**config.mk**
```make
export PLATFORM = sky130hd
export DESIGN_NAME = line_table_offset_lookup
export DESIGN_NICKNAME = d
export VERILOG_FILES = /design/src/lto_pkg.sv /design/src/lto_varint.sv /design/src/lto_entry.sv /design/src/line_table_offset_lookup.sv
export SDC_FILE = /design/constraint.sdc
export NUM_CORES = 1
export LEC_CHECK = 0
export ABC_AREA = 1
export BUFFER_PORTS_ARGS = -buffer_cell sky130_fd_sc_hd__buf_4
export CAP_MARGIN = 20
export CORE_ASPECT_RATIO = 1.1
export CORE_MARGIN = 2
export CORE_UTILIZATION = 35
export CTS_CLUSTER_SIZE = 24
export DETAILED_ROUTE_END_ITERATION = 6
export PLACE_DENSITY = 0.58
export SLEW_MARGIN = 20
export SYNTH_ARGS = -nofsm -noshare
export SYNTH_HDL_FRONTEND = slang
export SYNTH_SLANG_ARGS = --single-unit
```
**constraint.sdc**
```tcl
create_clock -name clk -period 6.95 [get_ports clk]
set_clock_uncertainty 0.15 [all_clocks]
set_input_delay 0.695 -clock clk [delete_from_list [all_inputs] [get_ports clk]]
set_output_delay 0.695 -clock clk [all_outputs]
set_load 0.01 [all_outputs]
```
**src/lto_pkg.sv**
```systemverilog
// ----------------------------------------------------------------------------
// lto_pkg
// Shared types and constants for the line-table offset lookup.
// ----------------------------------------------------------------------------
package lto_pkg;

	localparam int unsigned DATA_W    = 32;
	localparam int unsigned BYTE_W    = 8;
	localparam int unsigned PAYLOAD_W = 7;
	localparam int unsigned SHIFT_W   = 6;

	// ULEB128 shift step and the saturation point of the shift count
	localparam logic [SHIFT_W-1:0] STEP_BITS = 6'd7;
	localparam logic [SHIFT_W-1:0] SHIFT_CAP = 6'd35;
	localparam logic [SHIFT_W-1:0] SHIFT_LIM = 6'd32;

	// no source offset known
	localparam logic [DATA_W-1:0] NO_SOURCE = '1;

	// one finished varint, handed from the decoder to the entry tracker
	typedef struct packed {
		logic              done;      // a varint ended on this byte
		logic              is_source; // it is the source delta of an entry
		logic [DATA_W-1:0] value;     // assembled value, low 32 bits
	} varint_evt_t;

endpackage

```
**src/lto_varint.sv**
```systemverilog
// ----------------------------------------------------------------------------
// lto_varint
// ULEB128 decoder: assembles one varint per run of bytes and tracks which
// field of the entry it belongs to.
// ----------------------------------------------------------------------------
module lto_varint (
	input  logic                       clk,
	input  logic                       arst_n,
	input  logic                       en,         // one byte taken this cycle
	input  logic                       first,      // clear before this byte
	input  logic                       last,       // clear after this byte
	input  logic [lto_pkg::BYTE_W-1:0] table_byte,
	output lto_pkg::varint_evt_t       evt
);

	logic [lto_pkg::DATA_W-1:0]  acc_q, acc_in, acc_or;
	logic [lto_pkg::SHIFT_W-1:0] shift_q, shift_in;
	logic                        second_q, second_in;
	logic [lto_pkg::DATA_W-1:0]  part;
	logic                        cont;

	// state as seen by this byte, cleared on the start of a table
	assign acc_in    = first ? '0 : acc_q;
	assign shift_in  = first ? '0 : shift_q;
	assign second_in = first ? 1'b0 : second_q;

	// payload bits at bit 32 and above fall off
	always_comb begin
		part = '0;
		if (shift_in < lto_pkg::SHIFT_LIM) begin
			part = {{(lto_pkg::DATA_W - lto_pkg::PAYLOAD_W){1'b0}},
				table_byte[lto_pkg::PAYLOAD_W-1:0]} << shift_in;
		end
	end

	assign acc_or = acc_in | part;
	assign cont   = table_byte[lto_pkg::BYTE_W-1];

	assign evt.done      = en && !cont;
	assign evt.is_source = second_in;
	assign evt.value     = acc_or;

	// decoder state update
	always_ff @(posedge clk or negedge arst_n) begin
		if (!arst_n) begin
			acc_q    <= '0;
			shift_q  <= '0;
			second_q <= 1'b0;
		end else if (en) begin
			if (last) begin
				acc_q    <= '0;
				shift_q  <= '0;
				second_q <= 1'b0;
			end else if (cont) begin
				acc_q    <= acc_or;
				shift_q  <= (shift_in < lto_pkg::SHIFT_CAP) ? shift_in + lto_pkg::STEP_BITS
					: shift_in;
				second_q <= second_in;
			end else begin
				acc_q    <= '0;
				shift_q  <= '0;
				second_q <= !second_in;
			end
		end
	end

endmodule

```
**src/lto_entry.sv**
```systemverilog
// ----------------------------------------------------------------------------
// lto_entry
// Entry tracker: running bytecode and source sums, and the source offset of
// the last entry at or below the query.
// ----------------------------------------------------------------------------
module lto_entry (
	input  logic                       clk,
	input  logic                       arst_n,
	input  logic                       en,
	input  logic                       first,
	input  logic                       last,
	input  lto_pkg::varint_evt_t       evt,
	input  logic [lto_pkg::DATA_W-1:0] query_offset,
	output logic [lto_pkg::DATA_W-1:0] result     // valid with a last byte
);

	logic [lto_pkg::DATA_W-1:0] bc_q, pend_q, src_q, best_q;
	logic                       stopped_q;
	logic [lto_pkg::DATA_W-1:0] bc_in, pend_in, src_in, best_in;
	logic                       stopped_in;
	logic [lto_pkg::DATA_W-1:0] bc_n, pend_n, src_n, best_n;
	logic                       stopped_n;
	logic [lto_pkg::DATA_W-1:0] src_delta;

	assign bc_in      = first ? '0 : bc_q;
	assign pend_in    = first ? '0 : pend_q;
	assign src_in     = first ? '0 : src_q;
	assign best_in    = first ? lto_pkg::NO_SOURCE : best_q;
	assign stopped_in = first ? 1'b0 : stopped_q;

	// zigzag decode of the source delta
	assign src_delta = (evt.value >> 1) ^ {lto_pkg::DATA_W{evt.value[0]}};

	// entry completion and query compare
	always_comb begin
		bc_n      = bc_in;
		pend_n    = pend_in;
		src_n     = src_in;
		best_n    = best_in;
		stopped_n = stopped_in;
		if (evt.done) begin
			if (!evt.is_source) begin
				pend_n = evt.value;
			end else begin
				bc_n  = bc_in + pend_in;
				src_n = src_in + src_delta;
				if (!stopped_in) begin
					if ($signed(bc_n) > $signed(query_offset)) begin
						stopped_n = 1'b1;
					end else begin
						best_n = src_n;
					end
				end
			end
		end
	end

	assign result = query_offset[lto_pkg::DATA_W-1] ? lto_pkg::NO_SOURCE : best_n;

	always_ff @(posedge clk or negedge arst_n) begin
		if (!arst_n) begin
			bc_q      <= '0;
			pend_q    <= '0;
			src_q     <= '0;
			best_q    <= lto_pkg::NO_SOURCE;
			stopped_q <= 1'b0;
		end else if (en) begin
			if (last) begin
				bc_q      <= '0;
				pend_q    <= '0;
				src_q     <= '0;
				best_q    <= lto_pkg::NO_SOURCE;
				stopped_q <= 1'b0;
			end else begin
				bc_q      <= bc_n;
				pend_q    <= pend_n;
				src_q     <= src_n;
				best_q    <= best_n;
				stopped_q <= stopped_n;
			end
		end
	end

endmodule

```
**src/line_table_offset_lookup.sv**
```systemverilog
// ----------------------------------------------------------------------------
// line_table_offset_lookup
// Walks an encoded line-number table one byte per transfer and returns the
// source offset in effect at the query bytecode offset.
// ----------------------------------------------------------------------------
// Pipeline: a byte is registered on transfer and decoded from the input register;
//   the result of a last byte is then registered in the output register.
// Throughput: one byte per cycle; the input stage holds only while a result
//   waits in the output register and the staged byte carries another result.
// Reset: arst_n clears handshake state, decoder and sums; query resets to 0.
module line_table_offset_lookup (
	input  logic                       clk,
	input  logic                       arst_n,
	input  logic                       cfg_we,
	input  logic [lto_pkg::DATA_W-1:0] cfg_wdata,  // query_offset
	input  logic                       s_tvalid,
	output logic                       s_tready,
	input  logic [lto_pkg::BYTE_W-1:0] s_tdata,    // [7:0] table_byte
	input  logic                       s_tuser,    // [0] first_byte
	input  logic                       s_tlast,    // last_byte
	output logic                       m_tvalid,
	input  logic                       m_tready,
	output logic [lto_pkg::DATA_W-1:0] m_tdata     // [31:0] source_offset
);

	logic [lto_pkg::DATA_W-1:0] query_q;
	logic                       valid_s1;
	logic [lto_pkg::BYTE_W-1:0] byte_s1;
	logic                       first_s1, last_s1;
	logic                       advance;
	logic                       out_valid_q;
	logic [lto_pkg::DATA_W-1:0] out_data_q;
	logic [lto_pkg::DATA_W-1:0] result;
	lto_pkg::varint_evt_t       evt;

	// query register
	always_ff @(posedge clk or negedge arst_n) begin
		if (!arst_n) begin
			query_q <= '0;
		end else if (cfg_we) begin
			query_q <= cfg_wdata;
		end
	end

	// staged byte moves on unless its result has nowhere to go
	assign advance  = valid_s1 && (!last_s1 || !out_valid_q || m_tready);
	assign s_tready = !valid_s1 || advance;

	// input register
	always_ff @(posedge clk or negedge arst_n) begin
		if (!arst_n) begin
			valid_s1 <= 1'b0;
		end else if (s_tready) begin
			valid_s1 <= s_tvalid;
		end
	end

	always_ff @(posedge clk) begin
		if (s_tready && s_tvalid) begin
			byte_s1  <= s_tdata;
			first_s1 <= s_tuser;
			last_s1  <= s_tlast;
		end
	end

	lto_varint u_varint (
		.clk        (clk),
		.arst_n     (arst_n),
		.en         (advance),
		.first      (first_s1),
		.last       (last_s1),
		.table_byte (byte_s1),
		.evt        (evt)
	);

	lto_entry u_entry (
		.clk          (clk),
		.arst_n       (arst_n),
		.en           (advance),
		.first        (first_s1),
		.last         (last_s1),
		.evt          (evt),
		.query_offset (query_q),
		.result       (result)
	);

	// result register
	always_ff @(posedge clk or negedge arst_n) begin
		if (!arst_n) begin
			out_valid_q <= 1'b0;
		end else if (advance && last_s1) begin
			out_valid_q <= 1'b1;
		end else if (m_tready) begin
			out_valid_q <= 1'b0;
		end
	end

	always_ff @(posedge clk) begin
		if (advance && last_s1) begin
			out_data_q <= result;
		end
	end

	assign m_tvalid = out_valid_q;
	assign m_tdata  = out_data_q;

endmodule

```
==> out/metrics.cfg, run 1 <==
[outcome]
outcome=complete, no violations

[synthesis]
synth-edff-count=42
synth_warnings=0
syn_inst=2469
synth_ff_type=dfrtp_1
postSynthAreaPerCell_sq_um=7.10
synth_cell_types=55
synth_seq_cells=244
seq_area_frac_synth=0.363
async_flop_share=0.828
netlist_area_sq_um=17500
synthesis.nets=2614

[worst_setup_path]
cp_data_required_time_ns=7.14
cp-start-kind=flop
path_class=reg -> reg
cp-end-kind=flop
cp.arrival_ns=6.15
cp_max_fo=33

[power]
power_switching_uw=1650
finalPower_uw=4530
power_frac_comb=0.292
peakVddDrop_uv=176
p_seq_frac=0.354
p_leak_uw=0.00919
p_per_area_nw_per_um2=230
power_frac_clock=0.354
swShare=0.364
p_int_uw=2880

[drt]
postRouteAntennaNets=0
viasPerCell=5.31
routed_wl_microns=56100
drt-initial-drc-count=1417
wl_met2_microns=25800
drt_pre_antenna_iters=6
wl_per_cell_microns=17.7
highest_layer=met4
wirelength_met1_microns=25700
dr_wl_met3_microns=3230
drt_drc_violations_left=0
via_count=16800

[global_routing]
antenna_found_initial=1
track_usage=0.214
grt_start_max_net_pins=80
grt_pass1_wl_microns=89000
gr-total-overflow=0
grt_pass1_vias=15900

[layout]
layout_common_cells=550 x nand2_1, 283 x inv_1, 257 x nor2_1
multiInputGateArea_sq_um=9580
ff_latch_area_sq_um=6360
fin_util=0.395
stdcell_count=3169
layout_commonest_cell=nand2_1
nets=2631
insertedDiodeCount=0
drive_gt1_frac=0.0897
area_growth_syn_to_layout_pct=12.3
nFillCells=5219

[sta]
finalSetupViolCount=0
min_period_ns=5.95
fin_crit_sh=0.857
tns_ns=0
tightest_slew_ns=1.05
rsz0062_at_grt=false
drv_slew=0
relSlewSlack=0.303
max_freq_mhz=168
finalHoldViolations=0

[job]
maxCapViolations=0

[floorplanning]
pin_count=81
num_rows=86
initial_core_util=0.352
die_area_sq_um=51900
die_y_microns=239
core_sq_um=49800
fp.dieW_microns=217

[cts]
htreeDepth=1
numCtsBuffers=31
clock_latency_ns=0.60
cts.sinks=244
cts_buffer_depth=3
ctsRootBufferMaster=clkbuf_16
cts_resized=0
cts.clk_slew.worst_paths_ns=0.06
cts_tree=built

[place]
dp.cells=3112
hpwl_microns=40400
io_buffers=80
gp_congestion=0.944

[hold_path]
hold_class=in -> reg

[cell families after synthesis]
logic type | count (synthesis) | share of synthesized area
DFF | 244 | 0.363
adders and majority gates | 98 | 0.0708
and+or+nand+nor | 994 | 0.234
muxes | 2 | 0.00121
buffers and inverters | 416 | 0.0913
xor gates and xnor gates | 76 | 0.0380
AOI/OAI and AO/OA | 639 | 0.202
[critical path, cell delays in order (launching register included)]
cell,delay (ns)
edfxtp_1,0.48
buf_4,0.26
nor2_1,0.43
ha_1,0.38
nand2_1,0.08
inv_1,0.04
a21oi_1,0.37
o21bai_2,0.19
a21boi_1,0.28
o21ai_0,0.21
xnor2_1,0.37
inv_1,0.08
ha_1,0.30
nand2_1,0.09
nor3_1,0.39
nand2_1,0.17
nand2_1,0.10
nand2_1,0.08
nand2_1,0.08
nand2_1,0.23
nand3_2,0.15
buf_4,0.33
nand3_1,0.15
nand2_1,0.10
nand3_1,0.07
nand2_1,0.08
nand2_1,0.05
[path summary, 6_finish.rpt]
check | from | to | slack, ns | depth (start not counted)
worst min-delay path | s_tdata[6] | byte_s1[6] | 0.12 | 1
worst min register to register | u_entry.bc_q[27] | u_entry.bc_q[27] | 0.33 | 2
min in group asynchronous | arst_n | query_q[20] | 0.53 | 2
worst max register to register | first_s1 | m_tdata[30] | 1.0 | 26
max in group asynchronous | arst_n | u_entry.src_q[10] | 4.70 | 3
worst max-delay path | first_s1 | m_tdata[30] | 1.0 | 26
[metal layers]
| layer | vias to the layer above | track usage |
|---|---|---|
| met1 | 8017 | 0.295 |
| li1 | 8238 | - |
| met3 | 77 | 0.0303 |
| met5 | - | 0 |
| met2 | 484 | 0.350 |
| met4 | 0 | 0.0569 |
[layout make-up]
class,instances,area share
multi-input combinational,1809,0.487
sequential,244,0.323
inverter,293,0.0561
clock buffer,39,0.0424
timing repair buffer,107,0.0423
tap,660,0.0419
clock inverter,17,0.00794
[cell usage after synthesis, types with 7 or more instances]
library cell | instances | share of area
dfstp_2 | 32 | 0.048
and2_1 | 7 | 0.0025
o21ai_1 | 29 | 0.0083
nor4_1 | 9 | 0.0032
dfrtp_1 | 170 | 0.24
a21oi_1 | 212 | 0.061
nand2_1 | 550 | 0.12
o21ai_0 | 254 | 0.073
o22ai_1 | 42 | 0.015
a21o_1 | 11 | 0.0047
xnor2_1 | 19 | 0.0095
clkbuf_1 | 96 | 0.021
nor3_1 | 11 | 0.0031
buf_2 | 14 | 0.0040
xor2_1 | 57 | 0.028
ha_1 | 96 | 0.069
nand3_1 | 101 | 0.029
nand3b_1 | 9 | 0.0039
buf_1 | 10 | 0.0021
inv_1 | 285 | 0.061
nand4_1 | 31 | 0.011
nor2_1 | 258 | 0.055
o211ai_1 | 54 | 0.023
edfxtp_1 | 42 | 0.072
[power groups by stage]
stage	sequential, uW	clock (uW)	combinational, uW
after floorplan	1620	0	891
after global placement	1620	0	1290
after detailed placement	1630	0	1310
after CTS	1600	1640	1320
after global routing	1610	1700	1470
final	1600	1600	1320
[stage by stage]
stage                     setup WS (ns)  hold WS, ns  area [sq um]
after floorplan                    2.00        0.249         17500
after global placement             1.11        0.312         18700
after detailed placement           1.06        0.316         18700
after CTS                          1.03       0.0985         19700
after global routing              0.615        0.106         19700
final                             0.996        0.122         19700
[state kept, by name, indices dropped and copies added, names as in the netlist]
register           flops
u_varint.second_q      1
m_tvalid               1
query_q               32
first_s1               1
byte_s1                8
valid_s1               1
u_entry.stopped_q      1
u_entry.best_q        32
m_tdata               32
u_entry.bc_q          32
last_s1                1
u_entry.src_q         32
u_varint.shift_q       6
u_varint.acc_q        32
u_entry.pend_q        32
[what timing repair did]
item                      CTS  global route
hold endpoints to repair   30             0
setup buffers               0             0
hold buffers                1             0
No activity file was read; power rests on OpenSTA's default activity.
==> run 2, diff against run 1 <==
--- a/config.mk
+++ b/config.mk
@@ -7,7 +7,7 @@
 export LEC_CHECK = 0
 export ABC_AREA = 1
 export BUFFER_PORTS_ARGS = -buffer_cell sky130_fd_sc_hd__buf_4
-export CAP_MARGIN = 20
+export CAP_MARGIN = 15
 export CORE_ASPECT_RATIO = 1.1
 export CORE_MARGIN = 2
 export CORE_UTILIZATION = 35
==> constraint.sdc (replaced) <==
create_clock -name clk -period 6.95 [get_ports clk]
set_clock_uncertainty 0.15 [all_clocks]
set_input_delay 1.39 -clock clk [delete_from_list [all_inputs] [get_ports clk]]
set_output_delay 1.39 -clock clk [all_outputs]
set_load 0.01 [all_outputs]
==> out/metrics.cfg, run 2 (synthesized netlist as in run 1, its figures left out) <==
[outcome]
outcome=complete, no violations

[power]
p_per_area_nw_per_um2=236
swShare=0.353
power_switching_uw=1650
power_frac_comb=0.284
peakVddDrop_uv=190
power_frac_clock=0.373
p_seq_frac=0.343
p_leak_uw=0.00925
p_int_uw=3020

[cts]
cts_buffer_depth=3
cts_tree=built
htreeDepth=1
cts.sinks=244
postCtsSetupRepairBufs=0
cts_resized=0
ctsRootBufferMaster=clkbuf_16
clock_latency_ns=0.61
numCtsBuffers=31
cts.clk_slew.worst_paths_ns=0.06
cts-hold-fix-buffers=0

[sta]
finalSetupViolCount=0
relSlewSlack=0.259
rsz0062_at_grt=false
tightest_slew_ns=1.11
fin_crit_sh=0.892
max_freq_mhz=161
min_period_ns=6.20
finalHoldViolations=0
drv_slew=0
tns_ns=0

[floorplanning]
die_y_microns=239
num_rows=86
core_sq_um=49800
initial_core_util=0.352
die_area_sq_um=51900
fp.dieW_microns=217
pin_count=81

[worst_setup_path]
r2r_slack_ns=0.75
cp_max_fo=35
critPathBufInv=3
critPathMaxStageDelay_ns=0.73
path_class=reg -> reg
slowest_stage=edfxtp_1
r2r_cells=28
path_delay_family=simple AND/OR/NAND/NOR gates
cp-end-kind=flop
cp.arrival_ns=6.37
cp_data_required_time_ns=7.12
cpMostUsedCell=nand2_1
r2r_end=m_tdata[30]
cp-start-kind=flop
timing.rr.start=first_s1

[job]
maxCapViolations=0

[drt]
wl_per_cell_microns=18.0
postRouteAntennaNets=0
via_count=16900
drt_drc_violations_left=0
viasPerCell=5.32
drt_pre_antenna_iters=6
drt-initial-drc-count=1232
routed_wl_microns=57200

[global_routing]
grt_start_max_net_pins=129
gr-total-overflow=0
grt_pass1_wl_microns=90200
antenna_found_initial=1
track_usage=0.218
grt_pass1_vias=16100

[layout]
ff_latch_area_sq_um=6360
drive_gt1_frac=0.0908
layout_common_cells=550 x nand2_1, 283 x inv_1, 257 x nor2_1
layout_commonest_cell=nand2_1
multiInputGateArea_sq_um=9580
insertedDiodeCount=0
area_growth_syn_to_layout_pct=13.1
fin_util=0.398
nFillCells=5141
nets=2631

[place]
io_buffers=80
gp_congestion=0.912
hpwl_microns=40500

[hold_path]
hp-start=u_entry.src_q[27]
hold_class=reg -> reg
hold_end=u_entry.src_q[27]
min_path_cells=2

## run 2: worst max-delay path by stage
stage	slack (ns)	depth (start not counted)	startpoint	end
2_1_floorplan	2.00	28	first_s1	m_tdata[15]
3_3_place_gp	0.84	26	first_s1	m_tdata[30]
3_5_place_dp	0.79	28	first_s1	m_tdata[30]
4_1_cts	0.76	28	first_s1	m_tdata[30]
5_1_grt	0.29	28	first_s1	m_tdata[30]
6_report	0.75	28	first_s1	m_tdata[30]
## run 2: layer usage
| layer | global-route usage | wire [microns] | vias up |
|---|---|---|---|
| li1 | - | - | 8222 |
| met1 | 0.298 | 26200 | 8092 |
| met2 | 0.349 | 25800 | 443 |
| met3 | 0.0327 | 3120 | 101 |
| met4 | 0.0795 | 2000 | 2 |
| met5 | 0 | 14 | - |
## run 2: worst reg2reg max path: cells and delay by family (launching register included)
kind / cells / cell delay [ns]
AOI/OAI and AO/OA: 4 / 1.11
adders and majority gates: 2 / 0.74
buffers and inverters: 3 / 0.87
DFF: 1 / 0.73
and+or+nand+nor: 19 / 2.35
## run 2: cell type report
cell class | instances | area share
Multi-Input combinational cell | 1809 | 0.483
Sequential cell | 244 | 0.321
Inverter | 293 | 0.0557
Clock buffer | 49 | 0.0492
Timing Repair Buffer | 107 | 0.0427
Tap cell | 660 | 0.0417
Clock inverter | 9 | 0.00669
## run 2: stage by stage
stage | cells | area, sq um | hold slack (ns) | total power, uW | setup slack, ns
after floorplan | 2469 | 17500 | 0.299 | 2510 | 2.00
after global routing | 3171 | 19800 | 0.336 | 4930 | 0.292
after global placement | 3113 | 18700 | 0.311 | 2920 | 0.836
after CTS | 3171 | 19800 | 0.330 | 4710 | 0.761
final | 3171 | 19800 | 0.327 | 4680 | 0.753
after detailed placement | 3113 | 18700 | 0.316 | 2940 | 0.789
## run 2: power by group through the flow
stage / Clock [uW] / Combinational, uW / Sequential [uW]
after floorplan: 0 / 891 / 1620
after global placement: 0 / 1300 / 1620
after detailed placement: 0 / 1320 / 1630
after CTS: 1790 / 1320 / 1600
after global routing: 1840 / 1480 / 1610
final: 1740 / 1330 / 1600
==> run 3, diff against run 2 <==
--- a/config.mk
+++ b/config.mk
@@ -10,10 +10,10 @@
 export CAP_MARGIN = 15
 export CORE_ASPECT_RATIO = 1.1
 export CORE_MARGIN = 2
-export CORE_UTILIZATION = 35
+export CORE_UTILIZATION = 55
 export CTS_CLUSTER_SIZE = 24
 export DETAILED_ROUTE_END_ITERATION = 6
-export PLACE_DENSITY = 0.58
+export PLACE_DENSITY = 0.81
 export SLEW_MARGIN = 20
 export SYNTH_ARGS = -nofsm -noshare
 export SYNTH_HDL_FRONTEND = slang
==> out/metrics.cfg, run 3 (synthesized netlist as in run 1, its figures left out) <==
[sta]
finalSetupViolCount=0
fin_crit_sh=0.923
min_period_ns=6.42
max_freq_mhz=156
drv_slew=0
worst_slack_ns=0.533
rsz0062_at_grt=false
tns_ns=0
tightest_slew_ns=1.15
relSlewSlack=0.232
finalHoldViolations=0

[place]
dp_slack_ns=0.727
hpwl_microns=39400
gp_congestion=0.987
io_buffers=80
dp.cells=2869

[power]
peakVddDrop_uv=217
finalPower_uw=4460
power_switching_uw=1620
p_per_area_nw_per_um2=231
power_frac_clock=0.342
p_seq_frac=0.360
power_frac_comb=0.298
p_int_uw=2840
p_leak_uw=0.00915
swShare=0.363

[worst_setup_path]
cp_data_required_time_ns=7.11
slowest_stage=edfxtp_1
critPathBufInv=3
r2r_cells=26
cpMostUsedCell=nand2_1
cp_max_fo=125
cp.arrival_ns=6.57
critPathMaxStageDelay_ns=0.60
cp.depth=26
cp-start-kind=flop
cp-end-kind=flop
path_delay_family=simple AND/OR/NAND/NOR gates
path_class=reg -> reg

[cts]
ctsRootBufferMaster=clkbuf_16
cts.clk_slew.worst_paths_ns=0.06
cts_buffer_depth=3
cts-hold-fix-buffers=0
cts_tree=built
htreeDepth=1
postCtsSetupRepairBufs=0
clock_latency_ns=0.57
numCtsBuffers=29
cts_resized=0
cts.sinks=244

[global_routing]
track_usage=0.331
gr-total-overflow=0
grt_pass1_vias=16600
antenna_found_initial=3
grt_start_max_net_pins=126
grt_pass1_wl_microns=88200

[drt]
drt-initial-drc-count=1970
viasPerCell=5.91
drt_pre_antenna_iters=7
postRouteAntennaNets=0
via_count=17300
drt_drc_violations_left=0
routed_wl_microns=55000
wl_per_cell_microns=18.8

[layout]
layout_common_cells=550 x nand2_1, 284 x inv_1, 257 x nor2_1
nFillCells=2839
ff_latch_area_sq_um=6360
stdcell_count=2922
drive_gt1_frac=0.0872
area_growth_syn_to_layout_pct=10.1
multiInputGateArea_sq_um=9580
layout_commonest_cell=nand2_1
nets=2625

[floorplanning]
core_sq_um=31400
pin_count=81
initial_core_util=0.558
die_area_sq_um=33300
die_y_microns=191
fp.dieW_microns=174
num_rows=68

[hold_path]
hold_class=reg -> reg
min_path_cells=2

[outcome]
outcome=complete, no violations

[job]
maxCapViolations=0

-- run 3: cell count changes in the layout (fill, tap and decap cells not counted), moves of 2 or more --
cell	change
clkinv_2	+6
buf_4	-2
clkbuf_8	-6
clkbuf_1	-2
buf_12	-2
clkbuf_16	-3
-- run 3: worst paths after layout --
| kind | from | slack, ns | endpoint |
|---|---|---|---|
| min | u_entry.bc_q[27] | 0.33 | u_entry.bc_q[27] |
| min in group asynchronous | arst_n | 0.73 | query_q[25] |
| max | first_s1 | 0.53 | m_tdata[30] |
| max reg2reg | first_s1 | 0.53 | m_tdata[30] |
| max in group asynchronous | arst_n | 4.55 | u_entry.bc_q[3] |
| min reg2reg | u_entry.bc_q[27] | 0.33 | u_entry.bc_q[27] |
-- run 3: worst min-delay path: stages (launching register included) --
cell and delay (ns):
dfrtp_1 0.34, nand2_1 0.05, nand2_1 0.06
-- run 3: power groups by stage --
stage          Clock, uW  Sequential [uW]  Combinational (uW)
2_1_floorplan          0             1620                 891
3_3_place_gp           0             1620                1270
3_5_place_dp           0             1630                1300
4_1_cts             1540             1600                1310
5_1_grt             1600             1610                1470
6_report            1530             1600                1330
-- run 3: layout make-up --
cell class              instances  area share
well taps                     420      0.0272
clock inverters                14     0.00687
clock buffers                  38      0.0419
diodes                          1    0.000130
repair buffers                103      0.0410
inverters                     293      0.0572
flip-flops and latches        244       0.329
multi-input cells            1809       0.496
-- run 3: routing by layer --
metal	vias to the layer above	GRT usage	wire (microns)
li1	8221	-	-
met1	8128	0.444	23300
met2	781	0.549	25400
met3	131	0.0457	4290
met4	4	0.121	1940
met5	-	0	22
-- run 3: per-stage QoR --
step / cell area, sq um / util / hold WS [ns]
finish: 19300 / 0.615 / 0.329
global route: 19300 / 0.615 / 0.348
global placement: 18400 / 0.585 / 0.312
floorplan: 17500 / - / 0.299
detailed placement: 18400 / 0.585 / 0.316
CTS: 19300 / 0.615 / 0.332
